[config.mk]
export PLATFORM = sky130hd
export DESIGN_NAME = window_mean_histogram
export DESIGN_NICKNAME = d
export VERILOG_FILES = /design/src/hw/rtl/wmh_pkg.sv /design/src/hw/rtl/wmh_ram.sv /design/src/hw/rtl/window_mean_histogram.sv
export VERILOG_INCLUDE_DIRS = /design/src /design/src/hw/rtl
export SDC_FILE = /design/constraint.sdc
export NUM_CORES = 2
export LEC_CHECK = 0
export ABC_AREA = 1
export BUFFER_PORTS_ARGS = -buffer_cell sky130_fd_sc_hd__buf_4
export CORE_UTILIZATION = 60
export CTS_CLUSTER_DIAMETER = 40
export DETAILED_ROUTE_END_ITERATION = 12
export PLACE_DENSITY_LB_ADDON = 0.05
export SKIP_CTS_REPAIR_TIMING = 1
export SLEW_MARGIN = 20
export SYNTH_ARGS = -nofsm -noshare
export SYNTH_HDL_FRONTEND = slang
export SYNTH_SLANG_ARGS = --single-unit
[constraint.sdc]
create_clock -name i_clk -period 15.52 [get_ports i_clk]
set_clock_uncertainty 0.1 [all_clocks]
set_input_delay 0 -clock i_clk [delete_from_list [all_inputs] [get_ports i_clk]]
set_output_delay 0 -clock i_clk [all_outputs]
set_load 0.01 [all_outputs]
[src/hw/rtl/assert_macros.svh]
// Assertion macros for the RTL files of the windowed mean histogram.
`ifndef ASSERT_MACROS_SVH
`define ASSERT_MACROS_SVH

// Consequent must hold in the same cycle as the antecedent.
`define WMH_ASSERT_SAME(name, clk, rst_n, ante, cons, msg) \
    name: assert property (@(posedge clk) disable iff (!rst_n) (ante) |-> (cons)) \
        else $error(msg);

// Consequent must hold in the cycle after the antecedent.
`define WMH_ASSERT_NEXT(name, clk, rst_n, ante, cons, msg) \
    name: assert property (@(posedge clk) disable iff (!rst_n) (ante) |=> (cons)) \
        else $error(msg);

`endif

[src/hw/rtl/wmh_pkg.sv]
// Package with the payload types and fixed constants of the windowed mean histogram.
`timescale 1ns / 1ps

package wmh_pkg;

    localparam int SAMPLE_W  = 32;
    localparam int BW_W      = 31;
    localparam int COUNT_W   = 32;
    localparam int SEL_W     = 3;

    localparam logic [BW_W-1:0]    BIN_WIDTH_RESET = 31'd16777216;
    localparam logic [COUNT_W-1:0] COUNT_MAX       = '1;

    localparam logic REQ_SAMPLE = 1'b0;
    localparam logic REQ_READ   = 1'b1;

    typedef struct packed {
        logic                       req_type;
        logic signed [SAMPLE_W-1:0] sample;
        logic                       window_last;
        logic                       rising;
        logic [SEL_W-1:0]           bin_select;
    } t_wmh_req;

    typedef struct packed {
        logic [SEL_W-1:0]   bin_index;
        logic [COUNT_W-1:0] occurrence_count;
        logic [COUNT_W-1:0] rising_count;
        logic [COUNT_W-1:0] total_windows;
    } t_wmh_rsp;

endpackage

[src/hw/rtl/wmh_ram.sv]
// Generic single-write, single-read RAM with a registered read port.
`timescale 1ns / 1ps

module wmh_ram #(
    parameter int WIDTH = 64,
    parameter int DEPTH = 8
) (
    input  logic                                       i_clk,
    input  logic                                       i_we,
    input  logic [((DEPTH > 1) ? $clog2(DEPTH) : 1)-1:0] i_waddr,
    input  logic [WIDTH-1:0]                           i_wdata,
    input  logic [((DEPTH > 1) ? $clog2(DEPTH) : 1)-1:0] i_raddr,
    output logic [WIDTH-1:0]                           o_rdata
);

    logic [WIDTH-1:0] r_mem [DEPTH];
    logic [WIDTH-1:0] r_rdata;

    always_ff @(posedge i_clk) begin
        if (i_we) begin
            r_mem[i_waddr] <= i_wdata;
        end
        r_rdata <= r_mem[i_raddr];
    end

    assign o_rdata = r_rdata;

endmodule

[src/hw/rtl/window_mean_histogram.sv]
// Top level of the windowed mean histogram: window accumulation, binning and bin counters.
//
//  Channel  | Direction | Handshake                   | Payload
//  ---------+-----------+-----------------------------+-------------------------
//  request  | in        | i_valid / o_ready           | i_req (t_wmh_req)
//  response | out       | o_valid / i_ready           | o_rsp (t_wmh_rsp)
//  config   | in        | i_cfg_valid / o_cfg_ready   | i_cfg_data (bin width)
//
// A sample that does not end its window leaves the block ready, so samples stream back to back.
// A window end takes a multiply step, shared subtract-and-compare passes until the remainder
// is below the divisor or the bin offset reaches NUM_BINS/2, then fetch and update steps; a bin
// read takes only the fetch and update steps. The bin counters sit in one RAM, read and written
// back through its separate ports. Reset clears the counters at once through per-bin valid bits;
// there is no clearing pass. A pending response stalls only the update state; the config port never stalls.
`timescale 1ns / 1ps

`include "assert_macros.svh"

module window_mean_histogram
    import wmh_pkg::*;
#(
    parameter int NUM_BINS   = 8,
    parameter int MAX_WINDOW = 256
) (
    input  logic            i_clk,
    input  logic            i_rst_n,
    input  logic            i_valid,
    output logic            o_ready,
    input  t_wmh_req        i_req,
    output logic            o_valid,
    input  logic            i_ready,
    output t_wmh_rsp        o_rsp,
    input  logic            i_cfg_valid,
    output logic            o_cfg_ready,
    input  logic [BW_W-1:0] i_cfg_data
);

    localparam int HALF   = NUM_BINS / 2;
    localparam int BIN_W  = $clog2(NUM_BINS);
    localparam int SUM_W  = SAMPLE_W + $clog2(MAX_WINDOW);
    localparam int CNT_W  = $clog2(MAX_WINDOW + 1);
    localparam int DEN_W  = CNT_W + BW_W;
    localparam int CMP_W  = ((SUM_W > DEN_W) ? SUM_W : DEN_W) + 1;
    localparam int M_W    = $clog2(HALF + 1);
    localparam int DATA_W = 2 * COUNT_W;

    typedef enum logic [2:0] {
        S_IDLE,
        S_MUL,
        S_DIV,
        S_FETCH,
        S_UPD
    } t_state;

    t_state                  r_state;
    logic [BW_W-1:0]         r_bin_width;
    logic signed [SUM_W-1:0] r_sum;
    logic [CNT_W-1:0]        r_cnt;
    logic [SUM_W-1:0]        r_rem;
    logic [DEN_W-1:0]        r_den;
    logic                    r_neg;
    logic [M_W-1:0]          r_m;
    logic [BIN_W-1:0]        r_idx;
    logic [SEL_W-1:0]        r_sel;
    logic                    r_is_read;
    logic                    r_oor;
    logic                    r_rising;
    logic [NUM_BINS-1:0]     r_vld;
    logic [COUNT_W-1:0]      r_total;
    logic                    r_out_valid;
    t_wmh_rsp                r_out;

    logic                    accept;
    logic                    out_free;
    logic [CMP_W-1:0]        n_diff;
    logic                    rem_ge;
    logic                    div_step;
    logic [BIN_W-1:0]        n_idx;
    logic [SUM_W-1:0]        n_mag;
    logic [DATA_W-1:0]       ram_rdata;
    logic [DATA_W-1:0]       ram_wdata;
    logic                    ram_we;
    logic                    entry_vld;
    logic [COUNT_W-1:0]      cur_occ;
    logic [COUNT_W-1:0]      cur_ris;
    logic [COUNT_W-1:0]      n_occ;
    logic [COUNT_W-1:0]      n_ris;
    logic [COUNT_W-1:0]      n_total;

    function automatic logic [COUNT_W-1:0] sat_inc(input logic [COUNT_W-1:0] v);
        return (v == COUNT_MAX) ? v : v + COUNT_W'(1);
    endfunction

    assign accept      = i_valid && o_ready;
    assign o_ready     = (r_state == S_IDLE);
    assign o_cfg_ready = 1'b1;
    assign o_valid     = r_out_valid;
    assign o_rsp       = r_out;
    assign out_free    = !r_out_valid || i_ready;

    always_comb begin
        n_mag    = r_sum[SUM_W-1] ? SUM_W'(-r_sum) : SUM_W'(r_sum);
        // One shared subtractor serves both the compare and the remainder update.
        n_diff   = CMP_W'(r_rem) - CMP_W'(r_den);
        rem_ge   = !n_diff[CMP_W-1];
        div_step = (r_m < M_W'(HALF)) && rem_ge;
        n_idx    = r_neg ? BIN_W'(HALF) - BIN_W'(r_m) : BIN_W'(HALF - 1) + BIN_W'(r_m);
    end

    always_comb begin
        entry_vld = r_vld[r_idx] && !r_oor;
        cur_occ   = entry_vld ? ram_rdata[COUNT_W-1:0] : '0;
        cur_ris   = entry_vld ? ram_rdata[DATA_W-1:COUNT_W] : '0;
        n_occ     = sat_inc(cur_occ);
        n_ris     = r_rising ? sat_inc(cur_ris) : cur_ris;
        n_total   = sat_inc(r_total);
        ram_wdata = {n_ris, n_occ};
        ram_we    = (r_state == S_UPD) && out_free && !r_is_read;
    end

    wmh_ram #(
        .WIDTH (DATA_W),
        .DEPTH (NUM_BINS)
    ) u_bins (
        .i_clk   (i_clk),
        .i_we    (ram_we),
        .i_waddr (r_idx),
        .i_wdata (ram_wdata),
        .i_raddr (r_idx),
        .o_rdata (ram_rdata)
    );

    always_ff @(posedge i_clk) begin
        if (!i_rst_n) begin
            r_state     <= S_IDLE;
            r_bin_width <= BIN_WIDTH_RESET;
            r_sum       <= '0;
            r_cnt       <= '0;
            r_vld       <= '0;
            r_total     <= '0;
            r_out_valid <= 1'b0;
        end else begin
            if (i_cfg_valid) begin
                r_bin_width <= i_cfg_data;
            end
            if ((r_state == S_UPD) && out_free) begin
                r_out_valid <= 1'b1;
            end else if (i_ready) begin
                r_out_valid <= 1'b0;
            end
            case (r_state)
                S_IDLE: begin
                    if (accept) begin
                        if (i_req.req_type == REQ_READ) begin
                            r_is_read <= 1'b1;
                            r_sel     <= i_req.bin_select;
                            r_idx     <= BIN_W'(i_req.bin_select);
                            r_oor     <= (32'(i_req.bin_select) >= NUM_BINS);
                            r_state   <= S_FETCH;
                        end else begin
                            // Samples beyond the window limit are dropped.
                            if (r_cnt < CNT_W'(MAX_WINDOW)) begin
                                r_sum <= r_sum + SUM_W'(i_req.sample);
                                r_cnt <= r_cnt + CNT_W'(1);
                            end
                            if (i_req.window_last) begin
                                r_is_read <= 1'b0;
                                r_oor     <= 1'b0;
                                r_rising  <= i_req.rising;
                                r_state   <= S_MUL;
                            end
                        end
                    end
                end
                S_MUL: begin
                    r_den   <= DEN_W'(r_cnt) * DEN_W'(r_bin_width);
                    r_rem   <= n_mag;
                    r_neg   <= r_sum[SUM_W-1];
                    r_m     <= M_W'(1);
                    r_sum   <= '0;
                    r_cnt   <= '0;
                    r_state <= S_DIV;
                end
                S_DIV: begin
                    // A zero denominator always steps, so m runs up to its cap.
                    if (div_step) begin
                        r_rem <= SUM_W'(n_diff);
                        r_m   <= r_m + M_W'(1);
                    end else begin
                        r_idx   <= n_idx;
                        r_sel   <= SEL_W'(n_idx);
                        r_state <= S_FETCH;
                    end
                end
                S_FETCH: begin
                    r_state <= S_UPD;
                end
                S_UPD: begin
                    if (out_free) begin
                        r_out.bin_index <= r_sel;
                        if (r_is_read) begin
                            r_out.occurrence_count <= cur_occ;
                            r_out.rising_count     <= cur_ris;
                            r_out.total_windows    <= r_total;
                        end else begin
                            r_vld[r_idx]           <= 1'b1;
                            r_total                <= n_total;
                            r_out.occurrence_count <= n_occ;
                            r_out.rising_count     <= n_ris;
                            r_out.total_windows    <= n_total;
                        end
                        r_state <= S_IDLE;
                    end
                end
                default: begin
                    r_state <= S_IDLE;
                end
            endcase
        end
    end

    `WMH_ASSERT_SAME(a_cnt_bound, i_clk, i_rst_n, 1'b1, r_cnt <= CNT_W'(MAX_WINDOW), "sample count exceeds window limit")

    `WMH_ASSERT_SAME(a_m_range, i_clk, i_rst_n, r_state == S_DIV, (r_m >= M_W'(1)) && (r_m <= M_W'(HALF)), "bin offset out of range")

    `WMH_ASSERT_NEXT(a_last_binning, i_clk, i_rst_n, accept && (i_req.req_type == REQ_SAMPLE) && i_req.window_last, !o_ready && (r_state == S_MUL), "window end did not start binning")

    `WMH_ASSERT_SAME(a_write_bin, i_clk, i_rst_n, ram_we, !r_oor && (32'(r_idx) < NUM_BINS), "counter write outside the bins")

endmodule
# ---- Yosys cells after proc, flatten, opt, wreduce, memory -nomap -nowiden
# Memory sizes are Yosys's and may differ from the RTL's. A register that Yosys moved wholly into a read port is not among the register bits.
# Index checks and enable logic that the tools add are counted.
dict set report word_totals {
  mem_count 1
  register_bits 312
  mem_bits_rw 512
  out_inout_bits 102
  wordCells 116
}
dict set report classes {
  magnitude_cmp 4
  eq_ne 15
  muxes 40
  n_bitwise 3
  n_mul 1
  reduce_logical 24
  add_sub_neg 10
}
# memory depth width read_ports rd_clocked_by_memory_dff write_ports line_no
set memory_table {}
lappend memory_table {u_bins.r_mem 8 64 1 1 1 wmh_ram.sv:16} ;# logic [WIDTH-1:0] r_mem [DEPTH];
# cell n
set op_table {}
lappend op_table {{40-bit two-way mux} 5}
lappend op_table {{32-bit two-way mux} 6}
lappend op_table {{40-bit case mux with 2 select lines} 2}
lappend op_table {{32-bit by 1-bit adder with 32-bit output (second input constant)} 3}
lappend op_table {{32-bit == test (second input constant)} 3}
lappend op_table {{96-bit two-way mux} 1}
lappend op_table {{40-bit by 40-bit subtractor with 41-bit output} 1}
lappend op_table {{40-bit by 32-bit adder with 40-bit output} 1}
lappend op_table {{9-bit by 31-bit multiplier with 40-bit output} 1}
lappend op_table {{40-bit negator} 1}
lappend op_table {{3-bit two-way mux} 10}
lappend op_table {{9-bit two-way mux} 3}
lappend op_table {{9-bit case mux with 2 select lines} 1}
lappend op_table {{3-bit case mux with 5 select lines} 1}
lappend op_table {{3-bit case mux with 2 select lines} 2}
lappend op_table {{4-bit AND reduction} 3}
lappend op_table {{5-bit AND reduction} 2}
lappend op_table {{2-bit nonzero test} 5}
lappend op_table {{9-bit by 1-bit adder with 9-bit output (second input constant)} 1}
lappend op_table {{9-bit less-than comparator (second input constant)} 1}
lappend op_table {{3-bit AND reduction} 3}
lappend op_table {{2-bit inequality test (second input constant)} 4}
lappend op_table {{8-bit bitwise OR} 1}
lappend op_table {{1-bit two-way mux} 7}
lappend op_table {{other kinds (19)} 29}

# ---- Depth between registers and ports, before layout
dict set report depth {
  word_depth 7
  mapped_depth 26
  depth_no_buf 24
}

# ---- Cells and area by module
# A second synthesis with hierarchy kept.
dict set report unflattened {
  cells_unflattened 6766
  hier_area_um2 54471.0
}
# mod cells_each instances area_per_inst_um2
set modules_own_cells {}
lappend modules_own_cells {window_mean_histogram 4472 1 30813.3}
lappend modules_own_cells {wmh_ram 2294 1 23657.7}

# ---- Worst setup path after synthesis
# Ideal clock, no wire load.
dict set report synth_timing {
  path_type {register to register}
  start {reg r_state[2]}
  end {mem u_bins.r_mem[2][0] (enable)}
  setup_slack_ns 9.254
  arrival_ns 5.598
  required_ns 14.852
  stages_incl_launch_ff 8
  setup_ns 0.568
  n_path_buf 1
  path_cell_list {dfxtp_1 inv_1 nor3_1 nand2_1 nor2_1 clkinv_1 clkbuf_1 nor3_1}
}
dict set report synth_between {
  elab_chain_len 5
}
# element line_no
set synth_lines {}
lappend synth_lines {{start, declared} window_mean_histogram.sv:55} ;# t_state r_state;
lappend synth_lines {{start signal, assigned} window_mean_histogram.sv:135} ;# r_state <= S_IDLE;
lappend synth_lines {{start signal, assigned} window_mean_histogram.sv:159} ;# r_state <= S_FETCH;
lappend synth_lines {{start signal, assigned} window_mean_histogram.sv:170} ;# r_state <= S_MUL;
lappend synth_lines {{3-bit == test} window_mean_histogram.sv:118} ;# ram_we = (r_state == S_UPD) && out_free && !r_is_read;
lappend synth_lines {{1-bit logical AND (2 in series)} window_mean_histogram.sv:118}
lappend synth_lines {{1-bit two-way mux} wmh_ram.sv:20} ;# if (i_we) begin
lappend synth_lines {{1-bit two-way mux (not written as such)} wmh_ram.sv:21} ;# r_mem[i_waddr] <= i_wdata;
lappend synth_lines {{end, declared} wmh_ram.sv:16}
# No other way between the ends.

# ---- Worst setup path in the final report
dict set report layout_timing {
  start {reg r_cnt[1]}
  end {reg r_den[32], data pin}
}
dict set report layout_between {
  elab_chain_len 1
}
# element line_no
set layout_lines {}
lappend layout_lines {{start, declared} window_mean_histogram.sv:58} ;# logic [CNT_W-1:0] r_cnt;
lappend layout_lines {{start signal, assigned} window_mean_histogram.sv:164} ;# r_cnt <= r_cnt + CNT_W'(1);
lappend layout_lines {{9-bit by 31-bit multiplier with 40-bit output} window_mean_histogram.sv:176} ;# r_den <= DEN_W'(r_cnt) * DEN_W'(r_bin_width);
lappend layout_lines {{end signal, assigned} window_mean_histogram.sv:176}
lappend layout_lines {{end, declared} window_mean_histogram.sv:60} ;# logic [DEN_W-1:0] r_den;
# No other way between the ends.
# A chain may end at the register's enable or synchronous reset.

==> flow_metrics.py <==
metrics = {
    "die": {
        "die-area_um2": 86000,
        "placementRows": 106,
        "die_width_um": 293,
        "core-area_um2": 83800,
        "die_height_um": 293,
        "io_pins": 176,
        "initial_utilization": 0.607,
    },
    "sta": {
        "setup_viol": 0,
        "timing.final.crit_share": 0.361,
        "rsz0062_at_grt": "false",
        "period_minus_slack_ps": 5600,
        "max_slew_margin": 0.258,
        "tightest_slew_ps": 1110,
        "setup_tns_ps": 0,
        "hold_viol": 0,
        "finalMaxSlewViolations": 0,
        "fmax_mhz": 179,
        "timing.hold.ws_ps": 37.5,
    },
    "critical_path": {
        "crit_fanout": 34,
        "worstSetupPathType": "reg -> reg",
        "critPathRequiredTime_ps": 15890,
        "endpoint_kind": "register",
        "crit_arrival_ps": 5970,
        "r2r_start": "r_cnt[1]",
        "setup.worst_path.start_class": "register",
        "r2r-end": "r_den[32]",
        "r2r_cells": 24,
        "reg2reg_slack_ps": 9920,
    },
    "place": {
        "place.gp.congestion": 0.965,
        "place_hpwl_um": 95500,
        "placed_cells": 6804,
        "port_buffers": 174,
    },
    "yosys": {
        "synth_area_um2": 50900,
        "synth_fa_ha_area_frac": 0.117,
        "synthArstFlopShare": 0,
        "synth-xor-area-share": 0.0126,
        "yosys-top-cells-count": "1343 x nand2_1, 875 x inv_1, 700 x edfxtp_1",
        "synth_top_area_cell": "edfxtp_1",
        "synthMuxAreaShare": 0,
        "synth_edf_count": 700,
        "yosysUniqueCellTypes": 58,
        "synthFlopType": "edfxtp_1",
        "syn_inst": 5655,
        "synth-seq-cells": 888,
        "yosys.area_share.simple": 0.197,
        "avgSynthCellArea_um2": 9.00,
        "synth_top_area_share": 0.413,
        "yosysWarnings": 0,
        "synth_top_family_by_area": "simple AND/OR/NAND/NOR gates",
        "synthTopCellsByArea": "edfxtp_1 41%, nand2_1 9.9%, fa_1 8.1%",
        "ys_seq_area_frac": 0.487,
        "yosysMostFrequentCell": "nand2_1",
        "syn_nets": 6083,
        "synth_compound_area_frac": 0.104,
    },
    "global_route": {
        "grt_pass1_vias": 38300,
        "grt_antenna_before_repair": 1,
        "grtUsageTotal": 0.334,
        "grt_pass1_wl_um": 220000,
        "gr-total-overflow": 0,
        "grt_max_degree": 90,
    },
    "worst_hold_path": {
        "min_to": "r_is_read",
        "min_path_cells": 2,
        "min_path_type": "in -> reg",
        "hold_start": "i_req[37]",
    },
    "routing": {
        "post-route-drc-count": 0,
        "post_drt_wl_per_cell_um": 20.3,
        "ant_nets": 0,
        "drtIter0Drc": 4098,
        "first_pass_iters": 7,
        "wl_um": 145000,
        "detail_route.vias_per_cell": 5.77,
        "num_vias": 41200,
    },
    "finish": {
        "final_util": 0.697,
        "finalNetCount": 6343,
        "drive_gt1_frac": 0.0869,
        "layout.cells.non_filler": 7150,
        "fillers": 6502,
        "area_delta_synth_final_pct": 14.8,
    },
    "pwr": {
        "power_frac_seq": 0.424,
        "p_total_mw": 6.65,
        "cell_internal_pwr_mw": 4.60,
        "swShare": 0.308,
        "power.density_nw_per_um2": 114,
        "p_leak_nw": 25.7,
        "netSwitchingPower_mw": 2.05,
        "combinationalPowerShare": 0.185,
        "clkPwrFrac": 0.392,
        "ir_drop_mv": 0.107,
    },
    "clock_tree": {
        "cts_buffers": 112,
        "htree_levels": 3,
        "clock_latency_ps": 720,
        "cts_root_buffer": "clkbuf_16",
        "cts.clk_slew.worst_paths_ps": 60,
        "cts_buffer_depth": 3,
        "cts_tree": "yes",
        "cts.sinks": 888,
    },
    "job": {
        "drv_cap": 0,
    },
    "outcome": {
        "outcome": "completed",
    },
}
placed cells by master, fill, tap and decap left out, types with 14 or more instances in the layout:
master,n
nand2_1,1343
inv_1,873
edfxtp_1,700
nor2_1,444
o21ai_0,322
a21oi_1,275
nand3_1,237
buf_4,221
fa_1,206
dfxtp_1,188
ha_1,148
dlygate4sd3_1,130
clkbuf_16,112
nand4_1,106
a22oi_1,82
nor3_1,75
a221oi_1,62
xor2_1,53
nand3_2,36
a22o_1,31
a31oi_1,22
xnor2_1,20
o21bai_1,18
clkbuf_1,18
or2_2,17
nor2_4,17
clkinv_2,17
nand3b_1,16
nor4_1,15
a211oi_1,14
cells by family (layout without fill, tap and decap cells):
logic type	after synthesis	after routing
fa+ha+maj	354	354
buf+inv	1093	1453
xor+xnor	73	73
other cells	1	2
flops	888	888
compound gates	893	893
simple gates	2353	2353
state kept, by name (all words and copies together) (netlist names):
register and flops:
r_rem 40, r_neg 1, r_state 3, o_rsp 99, r_sel 3, r_is_read 1
r_total 32, r_rising 1, r_bin_width 31, u_bins.r_mem 512, r_den 40, u_bins.o_rdata 64
r_vld 8, o_valid 1, r_sum 40, r_m 3, r_cnt 9
worst max-delay path by stage:
stage                               to       start  depth (start not counted)  slack (ps)
finish                       r_den[32]    r_cnt[1]                         24        9920
global route                 r_den[32]    r_cnt[1]                         24        9560
CTS                          r_den[32]    r_cnt[0]                         24        9900
detailed placement           r_den[32]    r_cnt[0]                         24        9920
global placement             r_den[32]    r_cnt[0]                         24       10050
floorplan           u_bins.r_mem[2][0]  r_state[2]                          7        9250
layer usage:
layer / wire length, µm / up-vias / GRT usage
li1: - / 19300 / -
met1: 63600 / 19600 / 0.509
met2: 63200 / 2022 / 0.497
met3: 15300 / 239 / 0.0607
met4: 3150 / 0 / 0.0761
met5: 0 / - / 0
area by class of cell:
class | count | area (µm²) | share of cell area
repair buffers | 352 | 2980 | 0.0510
inverters | 887 | 3330 | 0.0571
flip-flops and latches | 888 | 24800 | 0.424
clock buffers | 135 | 2940 | 0.0503
well taps | 1134 | 1420 | 0.0243
diodes | 1 | 2.50 | 0.0000428
clock inverters | 79 | 895 | 0.0153
multi-input cells | 3674 | 22100 | 0.378
metrics by stage:
stage	worst slack (ps)	instance area, µm²
global placement	10050	53300
global route	9560	58400
floorplan	9250	50900
detailed placement	9920	53300
finish	9920	58400
CTS	9900	57100
power groups by stage:
stage | Clock (mW) | Sequential [mW] | Combinational [mW]
6_report | 2.61 | 2.82 | 1.23
5_1_grt | 2.73 | 2.82 | 1.37
4_1_cts | 2.63 | 2.81 | 1.18
3_5_place_dp | 0 | 2.86 | 1.17
3_3_place_gp | 0 | 2.86 | 1.15
2_1_floorplan | 0 | 2.80 | 0.851
critical path, cell delays in order (launching register included):
cell,delay [ps]
dfxtp_1,310
buf_4,410
nand2_1,140
fa_1,520
inv_1,40
ha_1,260
ha_1,270
inv_1,50
fa_1,430
inv_1,70
ha_1,280
inv_1,110
fa_1,490
inv_1,140
nand3_1,80
nand2_1,110
a21oi_1,100
o21ai_0,260
a21boi_0,200
o21ai_0,540
nand2_1,100
nand2_1,120
nand2_1,100
nand3_1,80
nand2_1,50
Note: power is estimated with default switching activity, not from simulation.
